## src/hdl/csvtok_pkg.sv

```systemverilog
// Types, character codes and result codes shared by the CSV line tokenizer.
package csvtok_pkg;

  // Fixed line-control characters
  localparam logic [7:0] CH_CR = 8'd13;
  localparam logic [7:0] CH_LF = 8'd10;

  // Result kinds
  localparam logic [1:0] K_BYTE = 2'd0;
  localparam logic [1:0] K_FEND = 2'd1;
  localparam logic [1:0] K_LEND = 2'd2;
  localparam logic [1:0] K_ERR  = 2'd3;

  // Line-end status codes
  localparam logic [1:0] LS_OK         = 2'd0;
  localparam logic [1:0] LS_BARE_CR    = 2'd1;
  localparam logic [1:0] LS_OPEN_QUOTE = 2'd2;

  // Configuration register indexes
  localparam logic CFG_SEPARATOR = 1'b0;
  localparam logic CFG_QUOTE     = 1'b1;

  // Register reset values
  localparam logic [7:0] SEPARATOR_RST = 8'd44;
  localparam logic [7:0] QUOTE_RST     = 8'd34;

  // Input beat
  typedef struct packed {
    logic       cmd;
    logic [7:0] in_byte;
  } in_t;

  // Result beat
  typedef struct packed {
    logic [1:0] kind;
    logic [7:0] out_byte;
    logic       field_null;
    logic [1:0] line_status;
    logic       last;
  } out_t;

  // Parser state, one-hot
  typedef enum logic [6:0] {
    S_LINE   = 7'b0000001,
    S_FIELD  = 7'b0000010,
    S_UNQ    = 7'b0000100,
    S_QUOTED = 7'b0001000,
    S_QSEEN  = 7'b0010000,
    S_CR     = 7'b0100000,
    S_SKIP   = 7'b1000000
  } pstate_t;

  // Build one result with last cleared
  function automatic out_t mk_res(logic [1:0] k, logic [7:0] b, logic nul, logic [1:0] st);
    out_t r;
    r.kind        = k;
    r.out_byte    = b;
    r.field_null  = nul;
    r.line_status = st;
    r.last        = 1'b0;
    return r;
  endfunction

endpackage

```

## src/hdl/csv_line_tokenizer.sv

```systemverilog
// CSV line tokenizer: input register, parse logic and a three-entry result buffer.
//
//   channel | handshake           | payload
//   --------+---------------------+--------------------------------------
//   in      | in_valid / in_stall | in_data  (cmd, in_byte)
//   out     | out_valid/out_stall | out_data (kind, out_byte, field_null,
//           |                     |           line_status, last)
//   cfg     | cfg_valid/cfg_ready | cfg_index, cfg_data
//
// An accepted beat waits in the input register until the result buffer can take
// its results (zero to three), which appear on out in the next cycle. The buffer
// sends one beat per cycle unless out_stall is high, so the block takes one input
// beat per cycle if each item makes at most one result; a larger group makes the next item wait.
// Reset (rst_n low, synchronous) returns the parser to line start and the
// separator and quote registers to ',' and '"'. out_stall holds the buffer; with
// two or more beats pending, or one pending beat under out_stall, the next item
// waits in the input register and in_stall rises.
module csv_line_tokenizer
  import csvtok_pkg::*;
(
  input  logic       clk,
  input  logic       rst_n,
  input  logic       in_valid,
  output logic       in_stall,
  input  in_t        in_data,
  output logic       out_valid,
  input  logic       out_stall,
  output out_t       out_data,
  input  logic       cfg_valid,
  output logic       cfg_ready,
  input  logic       cfg_index,
  input  logic [7:0] cfg_data
);

  logic [7:0] sep_r;
  logic [7:0] quote_r;
  logic       in_vld_r;
  in_t        in_r;
  pstate_t    state_r;
  pstate_t    state_nxt;
  out_t       buf_r [3];
  out_t       res_nxt [3];
  logic [1:0] cnt_r;
  logic [1:0] n_nxt;
  logic       pop;
  logic       proc_go;

  // Start-of-field decode
  out_t       sf0;
  out_t       sf1;
  logic [1:0] sf_n;
  pstate_t    sf_st;
  logic [7:0] b;

  assign cfg_ready = 1'b1;
  assign b         = in_r.in_byte;
  assign out_valid = (cnt_r != 2'd0);
  assign out_data  = buf_r[0];
  assign pop       = out_valid && !out_stall;
  assign proc_go   = in_vld_r && ((cnt_r == 2'd0) || ((cnt_r == 2'd1) && !out_stall));
  assign in_stall  = in_vld_r && !proc_go;

  // Write configuration registers
  always_ff @(posedge clk) begin
    if (!rst_n) begin
      sep_r   <= SEPARATOR_RST;
      quote_r <= QUOTE_RST;
    end else if (cfg_valid && cfg_ready) begin
      case (cfg_index)
        CFG_SEPARATOR: sep_r   <= cfg_data;
        CFG_QUOTE:     quote_r <= cfg_data;
        default:       ;
      endcase
    end
  end

  // Hold the input beat until the parser takes it
  always_ff @(posedge clk) begin
    if (!rst_n) begin
      in_vld_r <= 1'b0;
    end else if (!in_stall) begin
      in_vld_r <= in_valid;
    end
  end

  always_ff @(posedge clk) begin
    if (in_valid && !in_stall) begin
      in_r <= in_data;
    end
  end

  // Decode the first byte of a field
  always_comb begin
    sf0   = mk_res(K_BYTE, 8'd0, 1'b0, LS_OK);
    sf1   = mk_res(K_BYTE, 8'd0, 1'b0, LS_OK);
    sf_n  = 2'd0;
    sf_st = S_UNQ;
    if (b == quote_r) begin
      sf_st = S_QUOTED;
    end else if (b == CH_CR) begin
      sf0   = mk_res(K_FEND, 8'd0, 1'b1, LS_OK);
      sf_n  = 2'd1;
      sf_st = S_CR;
    end else if (b == CH_LF) begin
      sf0   = mk_res(K_FEND, 8'd0, 1'b1, LS_OK);
      sf1   = mk_res(K_LEND, 8'd0, 1'b0, LS_OK);
      sf_n  = 2'd2;
      sf_st = S_LINE;
    end else if (b == sep_r) begin
      sf0   = mk_res(K_FEND, 8'd0, 1'b1, LS_OK);
      sf_n  = 2'd1;
      sf_st = S_FIELD;
    end else begin
      sf0   = mk_res(K_BYTE, b, 1'b0, LS_OK);
      sf_n  = 2'd1;
      sf_st = S_UNQ;
    end
  end

  // Parse one beat: results and next state
  always_comb begin
    res_nxt[0] = mk_res(K_BYTE, 8'd0, 1'b0, LS_OK);
    res_nxt[1] = mk_res(K_BYTE, 8'd0, 1'b0, LS_OK);
    res_nxt[2] = mk_res(K_BYTE, 8'd0, 1'b0, LS_OK);
    n_nxt      = 2'd0;
    state_nxt  = state_r;
    if (in_r.cmd) begin
      // End of input: close whatever is open, then back to line start
      state_nxt = S_LINE;
      case (state_r)
        S_FIELD: begin
          res_nxt[0] = mk_res(K_FEND, 8'd0, 1'b1, LS_OK);
          res_nxt[1] = mk_res(K_LEND, 8'd0, 1'b0, LS_OK);
          n_nxt      = 2'd2;
        end
        S_UNQ, S_QSEEN: begin
          res_nxt[0] = mk_res(K_FEND, 8'd0, 1'b0, LS_OK);
          res_nxt[1] = mk_res(K_LEND, 8'd0, 1'b0, LS_OK);
          n_nxt      = 2'd2;
        end
        S_QUOTED: begin
          res_nxt[0] = mk_res(K_LEND, 8'd0, 1'b0, LS_OPEN_QUOTE);
          n_nxt      = 2'd1;
        end
        S_CR: begin
          res_nxt[0] = mk_res(K_LEND, 8'd0, 1'b0, LS_BARE_CR);
          n_nxt      = 2'd1;
        end
        default: ;
      endcase
    end else begin
      case (state_r)
        S_LINE, S_FIELD: begin
          res_nxt[0] = sf0;
          res_nxt[1] = sf1;
          n_nxt      = sf_n;
          state_nxt  = sf_st;
        end
        S_UNQ: begin
          if (b == CH_CR) begin
            res_nxt[0] = mk_res(K_FEND, 8'd0, 1'b0, LS_OK);
            n_nxt      = 2'd1;
            state_nxt  = S_CR;
          end else if (b == CH_LF) begin
            res_nxt[0] = mk_res(K_FEND, 8'd0, 1'b0, LS_OK);
            res_nxt[1] = mk_res(K_LEND, 8'd0, 1'b0, LS_OK);
            n_nxt      = 2'd2;
            state_nxt  = S_LINE;
          end else if (b == sep_r) begin
            res_nxt[0] = mk_res(K_FEND, 8'd0, 1'b0, LS_OK);
            n_nxt      = 2'd1;
            state_nxt  = S_FIELD;
          end else begin
            res_nxt[0] = mk_res(K_BYTE, b, 1'b0, LS_OK);
            n_nxt      = 2'd1;
          end
        end
        S_QUOTED: begin
          if (b == quote_r) begin
            state_nxt = S_QSEEN;
          end else begin
            res_nxt[0] = mk_res(K_BYTE, b, 1'b0, LS_OK);
            n_nxt      = 2'd1;
          end
        end
        S_QSEEN: begin
          if (b == quote_r) begin
            // Doubled quote gives one quote byte
            res_nxt[0] = mk_res(K_BYTE, b, 1'b0, LS_OK);
            n_nxt      = 2'd1;
            state_nxt  = S_QUOTED;
          end else if (b == CH_CR) begin
            res_nxt[0] = mk_res(K_FEND, 8'd0, 1'b0, LS_OK);
            n_nxt      = 2'd1;
            state_nxt  = S_CR;
          end else if (b == CH_LF) begin
            res_nxt[0] = mk_res(K_FEND, 8'd0, 1'b0, LS_OK);
            res_nxt[1] = mk_res(K_LEND, 8'd0, 1'b0, LS_OK);
            n_nxt      = 2'd2;
            state_nxt  = S_LINE;
          end else if (b == sep_r) begin
            res_nxt[0] = mk_res(K_FEND, 8'd0, 1'b0, LS_OK);
            n_nxt      = 2'd1;
            state_nxt  = S_FIELD;
          end else begin
            res_nxt[0] = mk_res(K_FEND, 8'd0, 1'b0, LS_OK);
            res_nxt[1] = mk_res(K_ERR, 8'd0, 1'b0, LS_OK);
            n_nxt      = 2'd2;
            state_nxt  = S_SKIP;
          end
        end
        S_CR: begin
          if (b == CH_LF) begin
            res_nxt[0] = mk_res(K_LEND, 8'd0, 1'b0, LS_OK);
            n_nxt      = 2'd1;
            state_nxt  = S_LINE;
          end else begin
            // Bare CR: close the line, then this byte starts a new one
            res_nxt[0] = mk_res(K_LEND, 8'd0, 1'b0, LS_BARE_CR);
            res_nxt[1] = sf0;
            res_nxt[2] = sf1;
            n_nxt      = sf_n + 2'd1;
            state_nxt  = sf_st;
          end
        end
        default: begin
          // Discard up to the next LF
          if (b == CH_LF) begin
            state_nxt = S_LINE;
          end else begin
            state_nxt = S_SKIP;
          end
        end
      endcase
    end
    // Flag the final result of this beat
    res_nxt[0].last = (n_nxt == 2'd1);
    res_nxt[1].last = (n_nxt == 2'd2);
    res_nxt[2].last = (n_nxt == 2'd3);
  end

  // Advance the parser state
  always_ff @(posedge clk) begin
    if (!rst_n) begin
      state_r <= S_LINE;
    end else if (proc_go) begin
      state_r <= state_nxt;
    end
  end

  // Result buffer: load a new group or shift one beat out
  always_ff @(posedge clk) begin
    if (!rst_n) begin
      cnt_r <= 2'd0;
    end else if (proc_go) begin
      cnt_r <= n_nxt;
    end else if (pop) begin
      cnt_r <= cnt_r - 2'd1;
    end
  end

  always_ff @(posedge clk) begin
    if (proc_go) begin
      buf_r[0] <= res_nxt[0];
      buf_r[1] <= res_nxt[1];
      buf_r[2] <= res_nxt[2];
    end else if (pop) begin
      buf_r[0] <= buf_r[1];
      buf_r[1] <= buf_r[2];
    end
  end

endmodule
```

## config.mk

```make
export PLATFORM = sky130hd
export DESIGN_NAME = csv_line_tokenizer
export DESIGN_NICKNAME = d
export VERILOG_FILES = /design/src/hdl/csvtok_pkg.sv /design/src/hdl/csv_line_tokenizer.sv
export SDC_FILE = /design/constraint.sdc
export NUM_CORES = 1
export LEC_CHECK = 0
export ABC_AREA = 1
export BUFFER_PORTS_ARGS = -buffer_cell sky130_fd_sc_hd__buf_2
export CAP_MARGIN = 20
export CORE_MARGIN = 5
export CORE_UTILIZATION = 45
export DETAILED_ROUTE_END_ITERATION = 8
export GPL_TIMING_DRIVEN = 1
export PLACE_DENSITY = 0.65
export SKIP_LAST_GASP = 1
export SLEW_MARGIN = 20
export SYNTH_ARGS = -nofsm -noshare
export SYNTH_HDL_FRONTEND = slang
export SYNTH_SLANG_ARGS = --single-unit
```

## constraint.sdc

```tcl
create_clock -name clk -period 5.7 [get_ports clk]
set_input_delay 0 -clock clk [delete_from_list [all_inputs] [get_ports clk]]
set_output_delay 0 -clock clk [all_outputs]
set_load 0.03 [all_outputs]
```

==> flow_summary_export.csv <==
group,metric,value,unit
cts,cts_buffers,9,
logic_synthesis,ys.flop_type,"edfxtp_1",
sta,setup_violations,0,
worst_setup_path,rr_worst_depth,8,
worst_setup_path,max_stage_delay,0.62,ns
detailed_routing,dr.pass1.iters,7,
power,total_power,1.22,mW
grt,antenna_found_initial,0,
cells_and_area,drive_gt1_share,25.2,%
detailed_routing,viasPerCell,4.82,
grt,grt_pass1_vias,2661,
grt,grt_max_degree,29,
floorplanning,io_pins,40,
floorplanning,die_h,98.2,microns
floorplanning,core_area,0.00765,sq mm
sta,slew-limit-headroom,46.8,%
cts,cts_root_buf,"clkbuf_8",
sta,min_period,2.34,ns
detailed_routing,wl_per_cell,12.6,microns
logic_synthesis,ys_ff_latch,63,
grt,grt_overflow,0,
logic_synthesis,synth_edf_count,37,
worst_setup_path,crit_type,"flip-flop to flip-flop",
cells_and_area,n_fill_cell,717,
worst_setup_path,r2r_end,"buf_r[0][26]",
logic_synthesis,async_flop_share,0,%
grt,grt_pass1_wl,12500,microns
sta,setup_slack,3.36,ns
logic_synthesis,syn_avg_cell_area,8.49,sq um
floorplanning,start_util,45.7,%
detailed_routing,vias,2728,
sta,hold_viol,0,
detailed_routing,wl,7150,microns
placement,place_congestion,0.908,
logic_synthesis,syn-instance-count,412,
worst_setup_path,startpoint,"cnt_r[0]",
placement,place_inst,533,
worst_setup_path,rrSetupSlack,3.36,ns
hold_path,min_to,"state_r[0]",
logic_synthesis,ys_seq_area_share,46.7,%
worst_setup_path,arrival,2.39,ns
sta,worst_pin_slew,0.795,ns
worst_setup_path,cpMaxStageDelayCell,"nor3_4",
hold_path,hp-start,"rst_n",
hold_path,hold_depth,2,
worst_setup_path,cp.required,5.76,ns
detailed_routing,drt_iter0_drc,178,
status,status,"complete, no violations",
cts,clkLatencyLatePin,0.33,ns
worst_setup_path,r2r-start,"cnt_r[0]",
sta,drv_slew,0,
logic_synthesis,yosysUniqueCellTypes,39,
cells_and_area,final_core_util,53.0,%
worst_setup_path,worst-path-max-fanout,17,
sta,finalCritPeriodShare,41.0,%
grt,grt.total_usage,16.0,%
cells_and_area,n_antenna_cell,0,
cells_and_area,ff_latch_area,0.00163,sq mm
logic_synthesis,yosys_warnings,0,
cts,h-tree-depth,3,
floorplanning,core.rowCount,32,
worst_setup_path,cp_top_family,"simple AND/OR/NAND/NOR gates",
placement,portBuffers,38,
sta,clock.fmax,0.427,GHz
power,leakagePower,1.81,nW
cells_and_area,fin_area,0.00405,sq mm
worst_setup_path,critPathLaunchType,"flip-flop",
power,p_per_area,302,mW/mm^2
placement,hpwl,5300,microns
worst_setup_path,end_kind,"flip-flop",
worst_setup_path,critPathBufInv,2,
cells_and_area,nets,485,
flow_run,maxCapViolCount,0,
floorplanning,die_w,98.2,microns
sta,skew,0.00908,ns
cts,numClockSinks,63,
worst_setup_path,crit_path_cell_trace,"inv_1, ha_1, a21oi_2, nor2_4, nor3_4, inv_4, nand4_4, o32ai_1",
hold_path,hold_path_class,"input port to flip-flop",
detailed_routing,drc,0,
sta,timing.hold.ws,0.0306,ns
cts,clk_pin_slew,0.06,ns
cts,cts_tree,"done",
sta,fin_setup_tns,0,ns
detailed_routing,ant_nets,0,
placement,dp_slack,3.34,ns
power,max-vdd-ir-drop,0.000160,V
cells_and_area,area_growth,15.8,%
cells_and_area,multi_input_area,0.00150,sq mm
cts,postCtsSetupBuffers,0,
logic_synthesis,synth_area,0.00350,sq mm
cts,clockBufferDepth,2,
floorplanning,die_area,0.00963,sq mm
sta,rsz0062_at_grt,"false",
placement,dpl_cell_area,0.00369,sq mm
cells_and_area,stdcell_count,566,
-- area by class of cell --
| type | count | area share, % |
|---|---|---|
| clock inverters | 4 | 1.17 |
| inverters | 60 | 5.78 |
| multi-input cells | 269 | 37.1 |
| flip-flops and latches | 63 | 40.3 |
| repair buffers | 57 | 9.33 |
| clock buffers | 11 | 3.24 |
| well taps | 102 | 3.15 |
-- worst max path at each step --
stage | end | slack [ns] | cells after the start
6_report | buf_r[0][26] | 3.36 | 8
3_5_place_dp | buf_r[0][26] | 3.34 | 8
5_1_grt | buf_r[0][26] | 3.18 | 8
3_3_place_gp | buf_r[0][26] | 3.41 | 8
2_1_floorplan | cnt_r[1] | 2.53 | 6
4_1_cts | buf_r[0][26] | 3.34 | 8
-- flip-flops by register name (all words and copies together) (netlist names) --
name / flops
in_r: 1
in_vld_r: 1
b: 8
sep_r: 8
cnt_r: 2
quote_r: 8
state_r: 7
buf_r: 28
-- cells in the mapped netlist, types with 9 or more instances --
cell      instances  area share, %
nor2_1           29            3.1
edfxtp_1         37             32
nor2_2            9            1.6
nand2_1         107             11
nand3_1          18            2.6
a21oi_1          18            2.6
dfxtp_1          26             15
inv_1            39            4.2
o21ai_0          19            2.7
buf_4            15            3.2
inv_2            14            1.5
nor3_2            9            2.6
-- where the power goes --
group / total (mW) / switching [mW] / internal (mW)
Clock: 0.363 / 0.165 / 0.198
Sequential: 0.569 / 0.0247 / 0.545
Combinational: 0.291 / 0.199 / 0.0921
Total: 1.22 / 0.389 / 0.835
-- cell usage in the layout (no fill, tap or decap), types with 9 or more instances in the layout --
cell type / synthesis / final
o21ai_0: 19 / 18
nor2_1: 29 / 29
dlygate4sd3_1: 0 / 18
dfxtp_1: 26 / 26
edfxtp_1: 37 / 37
buf_2: 2 / 38
nor2_2: 9 / 9
inv_1: 39 / 39
inv_2: 14 / 14
clkbuf_8: 0 / 9
nand2_1: 107 / 107
a21oi_1: 18 / 18
nor3_2: 9 / 9
nand3_1: 18 / 18
-- routing by layer --
metal,global-route usage (%),up-vias,wire [microns]
met5,0,-,0
met3,4.50,9,370
met1,21.7,1231,3440
li1,-,1415,-
met4,5.04,0,101
met2,24.8,73,3240
-- logic make-up after synthesis --
logic type	share of synthesized area (%)
adders and majority gates	0.715
other	0.215
AOI/OAI and AO/OA	9.45
and+or+nand+nor	30.8
DFF	46.7
buffers and inverters	10.6
xor gates and xnor gates	1.50
-- timing repair --
| item | in CTS | in global routing |
|---|---|---|
| setup endpoints to repair | 0 | 0 |
| hold buffers | 18 | 0 |
| gates resized for setup | 0 | 0 |
| endpoints found under the hold margin | 26 | 0 |
(Power assumes the default switching activity.)
